$ cat config.mk
export PLATFORM = sky130hd
export DESIGN_NAME = udp_port_demux_slot_table
export DESIGN_NICKNAME = d
export VERILOG_FILES = /design/src/hdl/udpdm_pkg.sv /design/src/hdl/udp_port_demux_slot_table.sv /design/src/hdl/udpdm_slot_store.sv
export SDC_FILE = /design/constraint.sdc
export NUM_CORES = 1
export LEC_CHECK = 0
export BUFFER_PORTS_ARGS = -buffer_cell sky130_fd_sc_hd__buf_4
export CORE_MARGIN = 1
export CORE_UTILIZATION = 40
export CTS_CLUSTER_DIAMETER = 150
export DETAILED_ROUTE_END_ITERATION = 12
export GPL_TIMING_DRIVEN = 0
export HOLD_SLACK_MARGIN = 0.02
export PLACE_DENSITY = 0.66
export SLEW_MARGIN = 10
export SYNTH_ARGS = -nofsm -noshare
export SYNTH_HDL_FRONTEND = slang
export SYNTH_HIERARCHICAL = 1
export SYNTH_SLANG_ARGS = --single-unit
$ cat constraint.sdc
create_clock -name clk -period 9.7 [get_ports clk]
set_input_delay 2.91 -clock clk [delete_from_list [all_inputs] [get_ports clk]]
set_output_delay 2.91 -clock clk [all_outputs]
set_load 0.05 [all_outputs]
$ cat src/hdl/udpdm_pkg.sv
`timescale 1ns / 1ps
`default_nettype none
// ----------------------------------------------------------------------------
// udpdm_pkg: shared types and constants of the udp port demux
// item layouts, outcome codes, slot table command and record types
// ----------------------------------------------------------------------------
package udpdm_pkg;

  // default sizing
  localparam int LINK_COUNT_DEF     = 4;
  localparam int SLOTS_PER_LINK_DEF = 8;

  // fixed field widths
  localparam int PORT_W    = 16;
  localparam int IP_W      = 32;
  localparam int LEN_W     = 16;
  localparam int LINK_IDX_W = 2;
  localparam int SLOT_FLD_W = 3;
  localparam int BUF_W     = 3;
  localparam int OUTC_W    = 2;
  localparam int CFG_IDX_W = 2;
  localparam int CFG_REGS  = 4;
  // widest slot number over the supported range (up to 64 slots a link)
  localparam int SLOT_CMD_W = 6;

  // request kinds
  localparam logic REQ_ARRIVAL = 1'b0;
  localparam logic REQ_RELEASE = 1'b1;

  // outcome codes
  localparam logic [OUTC_W-1:0] OUT_UNREACHABLE = 2'd0;
  localparam logic [OUTC_W-1:0] OUT_NO_SLOT     = 2'd1;
  localparam logic [OUTC_W-1:0] OUT_ACCEPTED    = 2'd2;
  localparam logic [OUTC_W-1:0] OUT_RELEASED    = 2'd3;

  typedef struct packed {
    logic                  req_type;
    logic [PORT_W-1:0]     dest_port;
    logic [PORT_W-1:0]     src_port;
    logic [IP_W-1:0]       src_ip;
    logic [LEN_W-1:0]      data_length;
    logic [LINK_IDX_W-1:0] release_link;
    logic [SLOT_FLD_W-1:0] release_slot;
  } in_item_t;

  typedef struct packed {
    logic [OUTC_W-1:0]     outcome;
    logic [LINK_IDX_W-1:0] matched_link;
    logic [SLOT_FLD_W-1:0] chosen_slot;
    logic [BUF_W-1:0]      buffer_index;
  } out_item_t;

  // per slot receive record
  typedef struct packed {
    logic [BUF_W-1:0]  buf_idx;
    logic [PORT_W-1:0] peer_port;
    logic [IP_W-1:0]   peer_ip;
    logic [LEN_W-1:0]  length;
  } slot_rec_t;

  // command from the sequencer to the slot table
  typedef struct packed {
    logic                  alloc;
    logic                  release_en;
    logic [LINK_IDX_W-1:0] link;
    logic [SLOT_CMD_W-1:0] slot;
    slot_rec_t             rec;
  } slot_cmd_t;

endpackage
`default_nettype wire

$ cat src/hdl/udp_port_demux_slot_table.sv
`timescale 1ns / 1ps
`default_nettype none
// ----------------------------------------------------------------------------
// udp_port_demux_slot_table: udp destination port demux with slot tables
// matches a datagram header to a link and claims a free receive slot
// ----------------------------------------------------------------------------
// One item is handled at a time. A datagram item walks the link ports one per
// cycle through a single 16-bit equality comparator, and then walks the busy
// flags of the matched link one per cycle through that same comparator. An
// unmatched port skips the busy flag walk, and a release item skips both
// walks and goes straight to the result. The result sits in an output
// register, so a waiting result does not hold up the next item unless it is
// still stalled when the following result is ready. The input side is
// stalled whenever an item is in flight. Link ports reset to zero, all slots
// reset free.
// ----------------------------------------------------------------------------
module udp_port_demux_slot_table #(
  parameter int LINK_COUNT     = udpdm_pkg::LINK_COUNT_DEF,
  parameter int SLOTS_PER_LINK = udpdm_pkg::SLOTS_PER_LINK_DEF
) (
  input  wire                                clk,
  input  wire                                rst_n,
  // input items
  input  wire                                in_valid,
  output logic                               in_stall,
  input  wire udpdm_pkg::in_item_t           in_data,
  // result items
  output logic                               out_valid,
  input  wire                                out_stall,
  output udpdm_pkg::out_item_t               out_data,
  // configuration writes
  input  wire                                cfg_valid,
  output logic                               cfg_ready,
  input  wire [udpdm_pkg::CFG_IDX_W-1:0]     cfg_index,
  input  wire [udpdm_pkg::PORT_W-1:0]        cfg_data
);

  localparam int LINK_W = (LINK_COUNT > 1) ? $clog2(LINK_COUNT) : 1;
  localparam int SLOT_W = (SLOTS_PER_LINK > 1) ? $clog2(SLOTS_PER_LINK) : 1;
  localparam int CNT_W  = (LINK_W > SLOT_W) ? LINK_W : SLOT_W;

  // sequencer states
  localparam logic [1:0] S_IDLE  = 2'd0;
  localparam logic [1:0] S_MATCH = 2'd1;
  localparam logic [1:0] S_SCAN  = 2'd2;
  localparam logic [1:0] S_EMIT  = 2'd3;

  localparam logic [CNT_W-1:0]  LAST_LINK = CNT_W'(LINK_COUNT - 1);
  localparam logic [CNT_W-1:0]  LAST_SLOT = CNT_W'(SLOTS_PER_LINK - 1);
  localparam logic [SLOT_W-1:0] LAST_RING = SLOT_W'(SLOTS_PER_LINK - 1);

  // control state
  logic [1:0]                              state_r, state_nxt;
  logic [CNT_W-1:0]                        cnt_r, cnt_nxt;
  logic [SLOT_W-1:0]                       ring_r, ring_nxt;
  logic                                    out_valid_r, out_valid_nxt;
  logic [udpdm_pkg::PORT_W-1:0]            link_port_r [udpdm_pkg::CFG_REGS];

  // payload
  udpdm_pkg::in_item_t                     item_r;
  udpdm_pkg::out_item_t                    out_data_r, out_data_nxt;
  logic [udpdm_pkg::OUTC_W-1:0]            outcome_r, outcome_nxt;
  logic [udpdm_pkg::LINK_IDX_W-1:0]        link_r, link_nxt;
  logic [SLOT_W-1:0]                       slot_r, slot_nxt;

  // shared comparator
  logic [udpdm_pkg::PORT_W-1:0]            cmp_a;
  logic [udpdm_pkg::PORT_W-1:0]            cmp_b;
  logic                                    cmp_eq;

  logic                                    in_fire;
  logic                                    emit_fire;
  logic                                    rel_ok;
  logic                                    q_busy;
  udpdm_pkg::slot_cmd_t                    cmd;

  assign in_stall  = (state_r != S_IDLE);
  assign in_fire   = in_valid && !in_stall;
  assign cfg_ready = 1'b1;
  assign out_valid = out_valid_r;
  assign out_data  = out_data_r;

  // result register free or being drained this cycle
  assign emit_fire = (state_r == S_EMIT) && (!out_valid_r || !out_stall);

  // release only touches slots that exist
  assign rel_ok = (int'(item_r.release_link) < LINK_COUNT) &&
                  (int'(item_r.release_slot) < SLOTS_PER_LINK);

  // comparator operands: link port against dest port, or busy flag against zero
  always_comb begin
    if (state_r == S_SCAN) begin
      cmp_a = udpdm_pkg::PORT_W'(q_busy);
      cmp_b = '0;
    end else begin
      cmp_a = link_port_r[udpdm_pkg::LINK_IDX_W'(cnt_r)];
      cmp_b = item_r.dest_port;
    end
  end
  assign cmp_eq = (cmp_a == cmp_b);

  // sequencer
  always_comb begin
    state_nxt   = state_r;
    cnt_nxt     = cnt_r;
    outcome_nxt = outcome_r;
    link_nxt    = link_r;
    slot_nxt    = slot_r;
    case (state_r)
      S_IDLE: begin
        if (in_fire) begin
          cnt_nxt  = '0;
          link_nxt = '0;
          slot_nxt = '0;
          if (in_data.req_type == udpdm_pkg::REQ_RELEASE) begin
            outcome_nxt = udpdm_pkg::OUT_RELEASED;
            state_nxt   = S_EMIT;
          end else begin
            state_nxt = S_MATCH;
          end
        end
      end
      S_MATCH: begin
        if (cmp_eq) begin
          link_nxt  = udpdm_pkg::LINK_IDX_W'(cnt_r);
          cnt_nxt   = '0;
          state_nxt = S_SCAN;
        end else if (cnt_r == LAST_LINK) begin
          outcome_nxt = udpdm_pkg::OUT_UNREACHABLE;
          state_nxt   = S_EMIT;
        end else begin
          cnt_nxt = cnt_r + 1'b1;
        end
      end
      S_SCAN: begin
        // equal to zero means the slot is free
        if (cmp_eq) begin
          slot_nxt    = SLOT_W'(cnt_r);
          outcome_nxt = udpdm_pkg::OUT_ACCEPTED;
          state_nxt   = S_EMIT;
        end else if (cnt_r == LAST_SLOT) begin
          outcome_nxt = udpdm_pkg::OUT_NO_SLOT;
          state_nxt   = S_EMIT;
        end else begin
          cnt_nxt = cnt_r + 1'b1;
        end
      end
      S_EMIT: begin
        if (emit_fire) begin
          state_nxt = S_IDLE;
        end
      end
      default: begin
        state_nxt = S_IDLE;
      end
    endcase
  end

  // result assembly
  always_comb begin
    out_data_nxt.outcome      = outcome_r;
    out_data_nxt.matched_link = '0;
    out_data_nxt.chosen_slot  = '0;
    out_data_nxt.buffer_index = '0;
    case (outcome_r)
      udpdm_pkg::OUT_RELEASED: begin
        out_data_nxt.matched_link = item_r.release_link;
        out_data_nxt.chosen_slot  = item_r.release_slot;
      end
      udpdm_pkg::OUT_ACCEPTED: begin
        out_data_nxt.matched_link = link_r;
        out_data_nxt.chosen_slot  = udpdm_pkg::SLOT_FLD_W'(slot_r);
        out_data_nxt.buffer_index = udpdm_pkg::BUF_W'(ring_r);
      end
      udpdm_pkg::OUT_NO_SLOT: begin
        out_data_nxt.matched_link = link_r;
      end
      default: begin
        out_data_nxt.matched_link = '0;
      end
    endcase
  end

  // result register handshake
  always_comb begin
    out_valid_nxt = out_valid_r;
    if (out_valid_r && !out_stall) begin
      out_valid_nxt = 1'b0;
    end
    if (emit_fire) begin
      out_valid_nxt = 1'b1;
    end
  end

  // ring index advances on each accepted datagram, wraps at slots per link
  always_comb begin
    ring_nxt = ring_r;
    if (emit_fire && (outcome_r == udpdm_pkg::OUT_ACCEPTED)) begin
      ring_nxt = (ring_r == LAST_RING) ? '0 : ring_r + 1'b1;
    end
  end

  // slot table command, applied as the result is loaded into the result register
  always_comb begin
    cmd.alloc           = emit_fire && (outcome_r == udpdm_pkg::OUT_ACCEPTED);
    cmd.release_en      = emit_fire && (outcome_r == udpdm_pkg::OUT_RELEASED) && rel_ok;
    cmd.link            = (outcome_r == udpdm_pkg::OUT_RELEASED) ?
                          item_r.release_link : link_r;
    cmd.slot            = (outcome_r == udpdm_pkg::OUT_RELEASED) ?
                          udpdm_pkg::SLOT_CMD_W'(item_r.release_slot) :
                          udpdm_pkg::SLOT_CMD_W'(slot_r);
    cmd.rec.buf_idx     = udpdm_pkg::BUF_W'(ring_r);
    cmd.rec.peer_port   = item_r.src_port;
    cmd.rec.peer_ip     = item_r.src_ip;
    cmd.rec.length      = item_r.data_length;
  end

  udpdm_slot_store #(
    .LINK_COUNT     (LINK_COUNT),
    .SLOTS_PER_LINK (SLOTS_PER_LINK)
  ) u_slot_store (
    .clk    (clk),
    .rst_n  (rst_n),
    .cmd    (cmd),
    .q_link (link_r),
    .q_slot (udpdm_pkg::SLOT_CMD_W'(cnt_r)),
    .q_busy (q_busy)
  );

  // control registers
  always_ff @(posedge clk) begin
    if (!rst_n) begin
      state_r     <= S_IDLE;
      cnt_r       <= '0;
      ring_r      <= '0;
      out_valid_r <= 1'b0;
    end else begin
      state_r     <= state_nxt;
      cnt_r       <= cnt_nxt;
      ring_r      <= ring_nxt;
      out_valid_r <= out_valid_nxt;
    end
  end

  // link port registers
  always_ff @(posedge clk) begin
    if (!rst_n) begin
      for (int i = 0; i < udpdm_pkg::CFG_REGS; i++) begin
        link_port_r[i] <= '0;
      end
    end else if (cfg_valid && cfg_ready) begin
      link_port_r[cfg_index] <= cfg_data;
    end
  end

  // payload registers
  always_ff @(posedge clk) begin
    if (in_fire) begin
      item_r <= in_data;
    end
    outcome_r <= outcome_nxt;
    link_r    <= link_nxt;
    slot_r    <= slot_nxt;
    if (emit_fire) begin
      out_data_r <= out_data_nxt;
    end
  end

endmodule
`default_nettype wire

$ cat src/hdl/udpdm_slot_store.sv
`timescale 1ns / 1ps
`default_nettype none
// ----------------------------------------------------------------------------
// udpdm_slot_store: receive slot table
// busy flags per slot with a lookup port, plus the per slot record memory
// ----------------------------------------------------------------------------
module udpdm_slot_store #(
  parameter int LINK_COUNT     = udpdm_pkg::LINK_COUNT_DEF,
  parameter int SLOTS_PER_LINK = udpdm_pkg::SLOTS_PER_LINK_DEF
) (
  input  wire                                   clk,
  input  wire                                   rst_n,
  input  wire udpdm_pkg::slot_cmd_t             cmd,
  input  wire [udpdm_pkg::LINK_IDX_W-1:0]       q_link,
  input  wire [udpdm_pkg::SLOT_CMD_W-1:0]       q_slot,
  output logic                                  q_busy
);

  localparam int SLOT_TOTAL = LINK_COUNT * SLOTS_PER_LINK;
  localparam int ADDR_W     = (SLOT_TOTAL > 1) ? $clog2(SLOT_TOTAL) : 1;

  logic [SLOT_TOTAL-1:0]  busy_r;
  logic [SLOT_TOTAL-1:0]  busy_nxt;
  udpdm_pkg::slot_rec_t   rec_mem [SLOT_TOTAL];
  logic [ADDR_W-1:0]      cmd_addr;
  logic [ADDR_W-1:0]      q_addr;

  // flat address: link * slots_per_link + slot
  assign cmd_addr = ADDR_W'(ADDR_W'(cmd.link) * ADDR_W'(SLOTS_PER_LINK) + ADDR_W'(cmd.slot));
  assign q_addr   = ADDR_W'(ADDR_W'(q_link) * ADDR_W'(SLOTS_PER_LINK) + ADDR_W'(q_slot));

  assign q_busy = busy_r[q_addr];

  always_comb begin
    busy_nxt = busy_r;
    if (cmd.alloc) begin
      busy_nxt[cmd_addr] = 1'b1;
    end else if (cmd.release_en) begin
      busy_nxt[cmd_addr] = 1'b0;
    end
  end

  always_ff @(posedge clk) begin
    if (!rst_n) begin
      busy_r <= '0;
    end else begin
      busy_r <= busy_nxt;
    end
  end

  // record memory, only written on a slot allocation
  always_ff @(posedge clk) begin
    if (cmd.alloc) begin
      rec_mem[cmd_addr] <= cmd.rec;
    end
  end

endmodule
`default_nettype wire

Word level (Yosys, flattened, before mapping):

Memory sizes are Yosys's and may differ from the RTL's. A register that Yosys moved wholly into a read port is not among the register bits.
Cells that the tools add are included.

* output and inout port bits: 13
* register bits after elaboration: 79
* input bits: 109
* bits in latches: 0
* memories: 1
* logic and storage cells: 122
* bits in read-only memories: 0
* RAM bits: 64

Memories
* link_port_r: depth 4, bits a word 16, read ports 1, clocked after memory_dff 1, write ports 4, RTL line udp_port_demux_slot_table.sv:57 `logic [udpdm_pkg::PORT_W-1:0] link_port_r [udpdm_pkg::CFG_REGS];`

* reductions and logical operators: 24
* bitwise operators: 3
* magnitude comparators: 3
* $add $sub $neg: 4
* divide/modulo/power cells: 0
* eq/ne operators: 22
* multiply operators: 0
* shift-type cells: 0
* mux-type cells: 50

Operators by type and width (count)
* two-way mux 32 bit: 2
* two-way mux 16 bit: 3
* two-way mux 2 bit: 19
* AND 32 bit: 1
* NOT 32 bit: 1
* bitwise OR 32 bit: 1
* two-way mux 3 bit: 8
* != test 2 bit (second input constant): 9
* equality test 16 bit: 1
* OR reduction 16 bit: 1
* < comparator 5 x 6 -> 1 bit (second input constant): 2
* one-hot mux 3 bit (2 select lines): 2
* adder 5 x 3 -> 5 bit: 2
* nonzero test 2 bit: 5
* two-way mux 1 bit: 9
* one-hot mux 3 bit (3 select lines): 1
* equality test 2 bit (second input constant): 4
* one-hot mux 2 bit (2 select lines): 2
* one-hot mux 2 bit (4 select lines): 1
* adder 3 x 1 -> 3 bit (second input constant): 2
* equality test 3 bit (second input constant): 2
* logical AND 1 bit: 6
* != test 3 bit (second input constant): 2
* one-hot mux 2 bit (3 select lines): 1
* other kinds (15): 19

Depth between registers and ports, before layout:

Gate-level depths: netlist (run 1).

* depth in word-level cells: 11
* depth in mapped cells: 13
* gate-level depth less buffers: 12

Hierarchy:

The synthesis (run 1) kept the hierarchy.

Modules (own cells, without submodules)
* udp_port_demux_slot_table: times used 1, sequential area each 5205.0 µm², cells each 415, area each 7109.3 µm²
* udpdm_slot_store: times used 1, sequential area each 640.6 µm², cells each 181, area each 1675.4 µm²

Worst setup path before layout (run 1):

No wires, ideal clock.

* kind: in2reg
* from: input in_valid
* to: register, netlist name cmd[0]
* data arrival time: 4.877 ns
* data required time: 9.247 ns
* setup time: 0.453 ns
* stages: 1
* buffers on the path: 0
* setup slack: 4.370 ns
* cells stage by stage: and2_1

RTL lines
* start, declared: RTL line udp_port_demux_slot_table.sv:24 `input wire in_valid,`

==> results of run 1 <==
==> final timing paths <==
kind	startpoint	endpoint	cells after the start
max	rst_n	link_port_r[1][3]$_SDFFCE_PN0P_	4
min	flip-flop	flip-flop	2
max reg2reg	flip-flop	link_r[1]$_SDFFCE_PN0P_	8
min reg2reg	flip-flop	flip-flop	2
==> where the power goes <==
part / leakage, nW / switching (mW) / internal (mW)
sequential: 1.33 / 0.0334 / 0.750
clock: 0.278 / 0.263 / 0.380
combinational: 1.40 / 0.327 / 0.189
==> cells in the final DEF (no fill, tap or decap), types with 3 or more instances in the layout <==
master and instances:
nand3_1 19, conb_1 6, nor4_2 3, nand2_1 34
o31ai_1 25, a21oi_1 12, mux4_1 11, nor2b_1 8
a22o_1 3, edfxtp_1 102, nor3b_1 3, inv_1 13
xnor2_1 3, xor2_1 16, nor2_1 6, mux2_2 4
and2_1 58, clkbuf_16 17, ha_1 14, mux4_2 5
nor3_1 3, a22oi_1 4, mux2i_1 23, and3_1 17
o211ai_1 26, clkinv_4 3, clkinvlp_4 3, buf_4 57
o21ai_0 12, nand4_1 5, clkbuf_1 19, dfxtp_1 43
nand2b_1 4, inv_6 4
==> critical path, cell delays in order <==
cell	delay, ns
clkbuf_1	0.40
nand2_1	0.19
nor3b_1	0.74
nand2b_1	0.80
==> per-layer routing <==
layer  GRT usage  part of all wire  vias to the layer above  wire length (um)
met5           0                 0                        -                 0
met4     0.07216             0.015                        0               216
met3     0.04330             0.049                       16               717
met2      0.2976              0.50                      121              7307
met1      0.2176              0.43                     2136              6322
li1            -                 -                     2166                 -
==> cell type report <==
cell class	instances	area, sq um
clock buffer	17	425.4
buffer	29	155.1
timing repair buffer	56	427.9
multi-input combinational	349	2754
fill	1476	8474
clock inverter	15	157.7
sequential	145	3924
inverter	13	48.80
tap	220	275.3
==> metrics by stage <==
stage / hold WS [ns] / worst slack (ns)
finish: 0.4774 / 4.696
global route: 0.5068 / 4.520
CTS: 0.4760 / 4.668
global placement: 0.4474 / 4.127
detailed placement: 0.4681 / 4.188
floorplan: 0.4378 / 4.916
==> results_dict.tcl, run 1 <==
set metrics [dict create \
    crit_arrival_ns 5.05 \
    fin_crit_ns 5.004 \
    synth.cell_area_sq_um 6863 \
    status "complete, no violations" \
    clkLatencyLatePin_ns 0.43 \
    cts.clk_slew.worst_paths_ns 0.06 \
    max-slew-margin-rel 0.2207 \
    dpl.cell_count 812 \
    dieArea_sq_um 17690 \
    num_rows 47 \
    antenna_cells 0 \
    cts_tree "done" \
    vias 4439 \
    grt_max_degree 22 \
    post_cts_resized 0 \
    fp.dieW_um 133.0 \
    synthToLayoutAreaGrowth_pct 19.02 \
    vias_per_cell 5.259 \
    firstDrtPassIters 7 \
    setup_violations 0 \
    maxCapViolCount 0 \
    clkSinkCount 145 \
    routed_wl_um 14560 \
    synth_warnings 6 \
    critPathLaunchType "primary input" \
    core_area_sq_um 16640 \
    clockRootBuffer "clkbuf_16" \
    finalHoldViolations 0 \
    drive_above_1_share 0.1939 \
    fin_nets 734 \
    synth.avg_cell_area_sq_um 12.90 \
    fin_worst_skew_ns 0.01301 \
    placed_area_sq_um 7585 \
    cts_inserted_buffers 17 \
    worstPathRequired_ns 9.75 \
    io_buffers 55 \
    grt_first_pass_wirelength_um 23500 \
    holdCritPathClass "flip-flop to flip-flop" \
    finalInstanceArea_sq_um 8168 \
    place_hpwl_um 10330 \
    grt_antenna_before_repair 0 \
    grt_pass1_vias 4513 \
    drc 0 \
    finalCritPeriodShare 0.5159 \
    vdd_drop_max_v 0.0001421 \
    cts_hold_buf 0 \
    clock_path_buffers 2 \
    die_y_um 133.0 \
    ant_nets 0 \
    initial_core_util 0.4124 \
    leakage_nw 3.014 \
    gp_congestion 0.8881 \
    post_drt_wl_per_cell_um 17.25 \
    slew_viol_final 0 \
    worst_slew_pin_slew_ns 1.169 \
    syn_inst 532 \
    rsz0062_at_grt "false" \
    grt_use_total 0.1770 \
    cp_max_fo 16 \
    cts.htree.levels 4 \
    design.portCount 122 \
    reg2reg_setup_slack_ns 6.56 \
    final-instance-count-excl-fill 844 \
    drt_iter0_drc 309 \
    post-route-util 0.4908 \
    power_mw 1.942 \
    fin_setup_tns_ns 0 \
    grt_overflow 0 \
    powerDensity_nw_per_um2 237.8 \
    cp-end-kind "flip-flop" \
    max_freq_ghz 0.1999 \
    post_cts.repair.setup_buffers 0 \
    critical_path_class "primary input to flip-flop" \
]
No activity file was read; power rests on OpenSTA's default activity.
==> inputs of run 2 (changes only) <==
--- a/config.mk
+++ b/config.mk
@@ -5,6 +5,7 @@
 export SDC_FILE = /design/constraint.sdc
 export NUM_CORES = 1
 export LEC_CHECK = 0
+export ABC_AREA = 1
 export BUFFER_PORTS_ARGS = -buffer_cell sky130_fd_sc_hd__buf_4
 export CORE_MARGIN = 1
 export CORE_UTILIZATION = 40
==> constraint.sdc (replaced) <==
create_clock -name clk -period 5.2 [get_ports clk]
set_input_delay 1.56 -clock clk [delete_from_list [all_inputs] [get_ports clk]]
set_output_delay 1.56 -clock clk [all_outputs]
set_load 0.05 [all_outputs]
==> run 2 against run 1 <==
Net effect:
- final cell count is 45% higher
- setup slack worse by 3.2 ns
- clock skew hardly changed
- clock power is 110% higher
- die area is 7.6% higher
- hold slack better by 0.022 ns
==> results_dict.tcl, run 2 <==
set metrics [dict create \
    clock_path_buffers 2 \
    fin_worst_skew_ns 0.01281 \
    fin_setup_tns_ns 0 \
    max_stage_delay_ns 0.68 \
    cp_max_fo 11 \
    synth.avg_cell_area_sq_um 8.233 \
    fp.dieW_um 138.0 \
    max_freq_ghz 0.2665 \
    core_area_sq_um 18020 \
    cts_tree "done" \
    critical_path_class "primary input to flip-flop" \
    drc 0 \
    fin_crit_ns 3.753 \
    grt_antenna_before_repair 0 \
    firstDrtPassIters 7 \
    post_drt_wl_per_cell_um 15.04 \
    reg2reg_setup_slack_ns 2.14 \
    vdd_drop_max_v 0.0003174 \
    post-route-util 0.4860 \
    fin_nets 1101 \
    finalCritPeriodShare 0.7217 \
    routed_wl_um 18350 \
    worst_slew_pin_slew_ns 1.106 \
    clkSinkCount 145 \
    finalHoldViolations 0 \
    cts_hold_buf 0 \
    design.portCount 122 \
    dieArea_sq_um 19030 \
    grt_use_total 0.2078 \
    ant_nets 0 \
    powerDensity_nw_per_um2 484.9 \
    r2r_start "cnt_r[0]$_SDFFE_PN0P_" \
    slew_viol_final 0 \
    grt_overflow 0 \
    power_mw 4.247 \
    drive_above_1_share 0.1463 \
    synth_warnings 6 \
    final_common_cell "nand2_1" \
    maxCapViolCount 0 \
    place_hpwl_um 12510 \
    critPathBufInv 4 \
    crit_arrival_ns 4.08 \
    synth.cell_area_sq_um 7393 \
    whs_ns 0.4996 \
    fillers 1738 \
    critPathLaunchType "primary input" \
    antenna_cells 0 \
    hold_start "outcome_r[0]$_DFFE_PP_" \
    r2r.worst_path.cells 19 \
    synthToLayoutAreaGrowth_pct 18.48 \
    post_cts_resized 0 \
    grt_first_pass_wirelength_um 29190 \
    hold_path_depth 0 \
    setup_ws_ns 1.447 \
    path_cells "buf_4 -> nand2_1 -> inv_1 -> nor2_1 -> inv_1 -> nor2_1 -> buf_6 -> nor2_4 -> nor3_4 -> nand4_1 -> nor2_1 -> nor2_1" \
    grt_pass1_vias 5840 \
    final_cell_mix "nand2_1 (252), nor2_1 (141), edfxtp_1 (102)" \
    status "complete, no violations" \
    setup_violations 0 \
    cp-end-kind "flip-flop" \
    leakage_nw 4.136 \
    cts.htree.levels 4 \
    initial_core_util 0.4102 \
    die_y_um 138.0 \
    gp_congestion 0.8450 \
    syn_inst 898 \
    max-slew-margin-rel 0.2618 \
    cts.clk_slew.worst_paths_ns 0.07 \
    vias 6098 \
    grt_max_degree 22 \
    crit_path_top_delay_cell "nor2_1" \
    io_buffers 56 \
    vias_per_cell 4.998 \
    num_rows 49 \
    whs_endpoint "out_data[8]$_DFFE_PP_" \
    placed_area_sq_um 8123 \
    reg2reg_to "link_r[1]$_SDFFCE_PN0P_" \
    finalInstanceArea_sq_um 8760 \
    dpl.cell_count 1188 \
    drt_iter0_drc 560 \
    cts_inserted_buffers 17 \
    crit_path_frequent_cell "nor2_1" \
    final-instance-count-excl-fill 1220 \
    holdCritPathClass "flip-flop to flip-flop" \
    dp_slack_ns 0.9850 \
    rsz0062_at_grt "false" \
    post_cts.repair.setup_buffers 0 \
    clockRootBuffer "clkbuf_16" \
    clkLatencyLatePin_ns 0.44 \
    path_delay_family "simple AND/OR/NAND/NOR gates" \
    worstPathRequired_ns 5.53 \
]
## run 2: cell count changes in the layout (fill, tap and decap cells not counted), sizes merged, moves of 15 or more
cell / previous run / this run
mux4: 16 / 0
o211ai: 26 / 0
o31ai: 25 / 0
nand3: 19 / 86
xor2: 17 / 2
and3: 17 / 0
inv: 17 / 111
nand2: 34 / 255
nor2: 6 / 143
nand4: 6 / 47
buf: 63 / 85
and2: 58 / 0
mux2i: 23 / 1
nor3: 3 / 20
## run 2: report_power, final
group | leakage (nW) | internal, mW | switching, mW
Combinational | 2.50 | 0.435 | 0.988
Sequential | 1.33 | 1.41 | 0.0818
Clock | 0.310 | 0.780 | 0.548
Total | 4.14 | 2.63 | 1.62
## run 2: worst max-delay path by stage
stage	endpoint	cells after the start	slack (ns)	from
detailed placement	flip-flop	12	0.99	out_stall
global route	flip-flop	12	1.17	out_stall
global placement	link_port_r[2][8]$_SDFFCE_PN0P_	3	1.01	rst_n
CTS	flip-flop	12	1.43	out_stall
floorplan	flip-flop	11	1.82	out_stall
finish	flip-flop	12	1.45	out_stall
## run 2: area by class of cell
class,instances,area [sq um],share of cell area
buffer,43,275.3,0.03142
clock buffer,17,425.4,0.04856
clock inverter,15,211.5,0.02414
inverter,112,437.9,0.04999
multi-input combinational,603,2779,0.3172
sequential,145,3924,0.4479
tap,229,286.5,0.03271
timing repair buffer,56,420.4,0.04799
## run 2: per-layer routing
| metal | GRT usage | vias to the layer above | wire length (um) |
|---|---|---|---|
| met2 | 0.3472 | 229 | 8818 |
| met5 | 0 | - | 0 |
| met4 | 0.09722 | 0 | 442 |
| met3 | 0.05556 | 38 | 1361 |
| li1 | - | 3069 | - |
| met1 | 0.2480 | 2762 | 7729 |
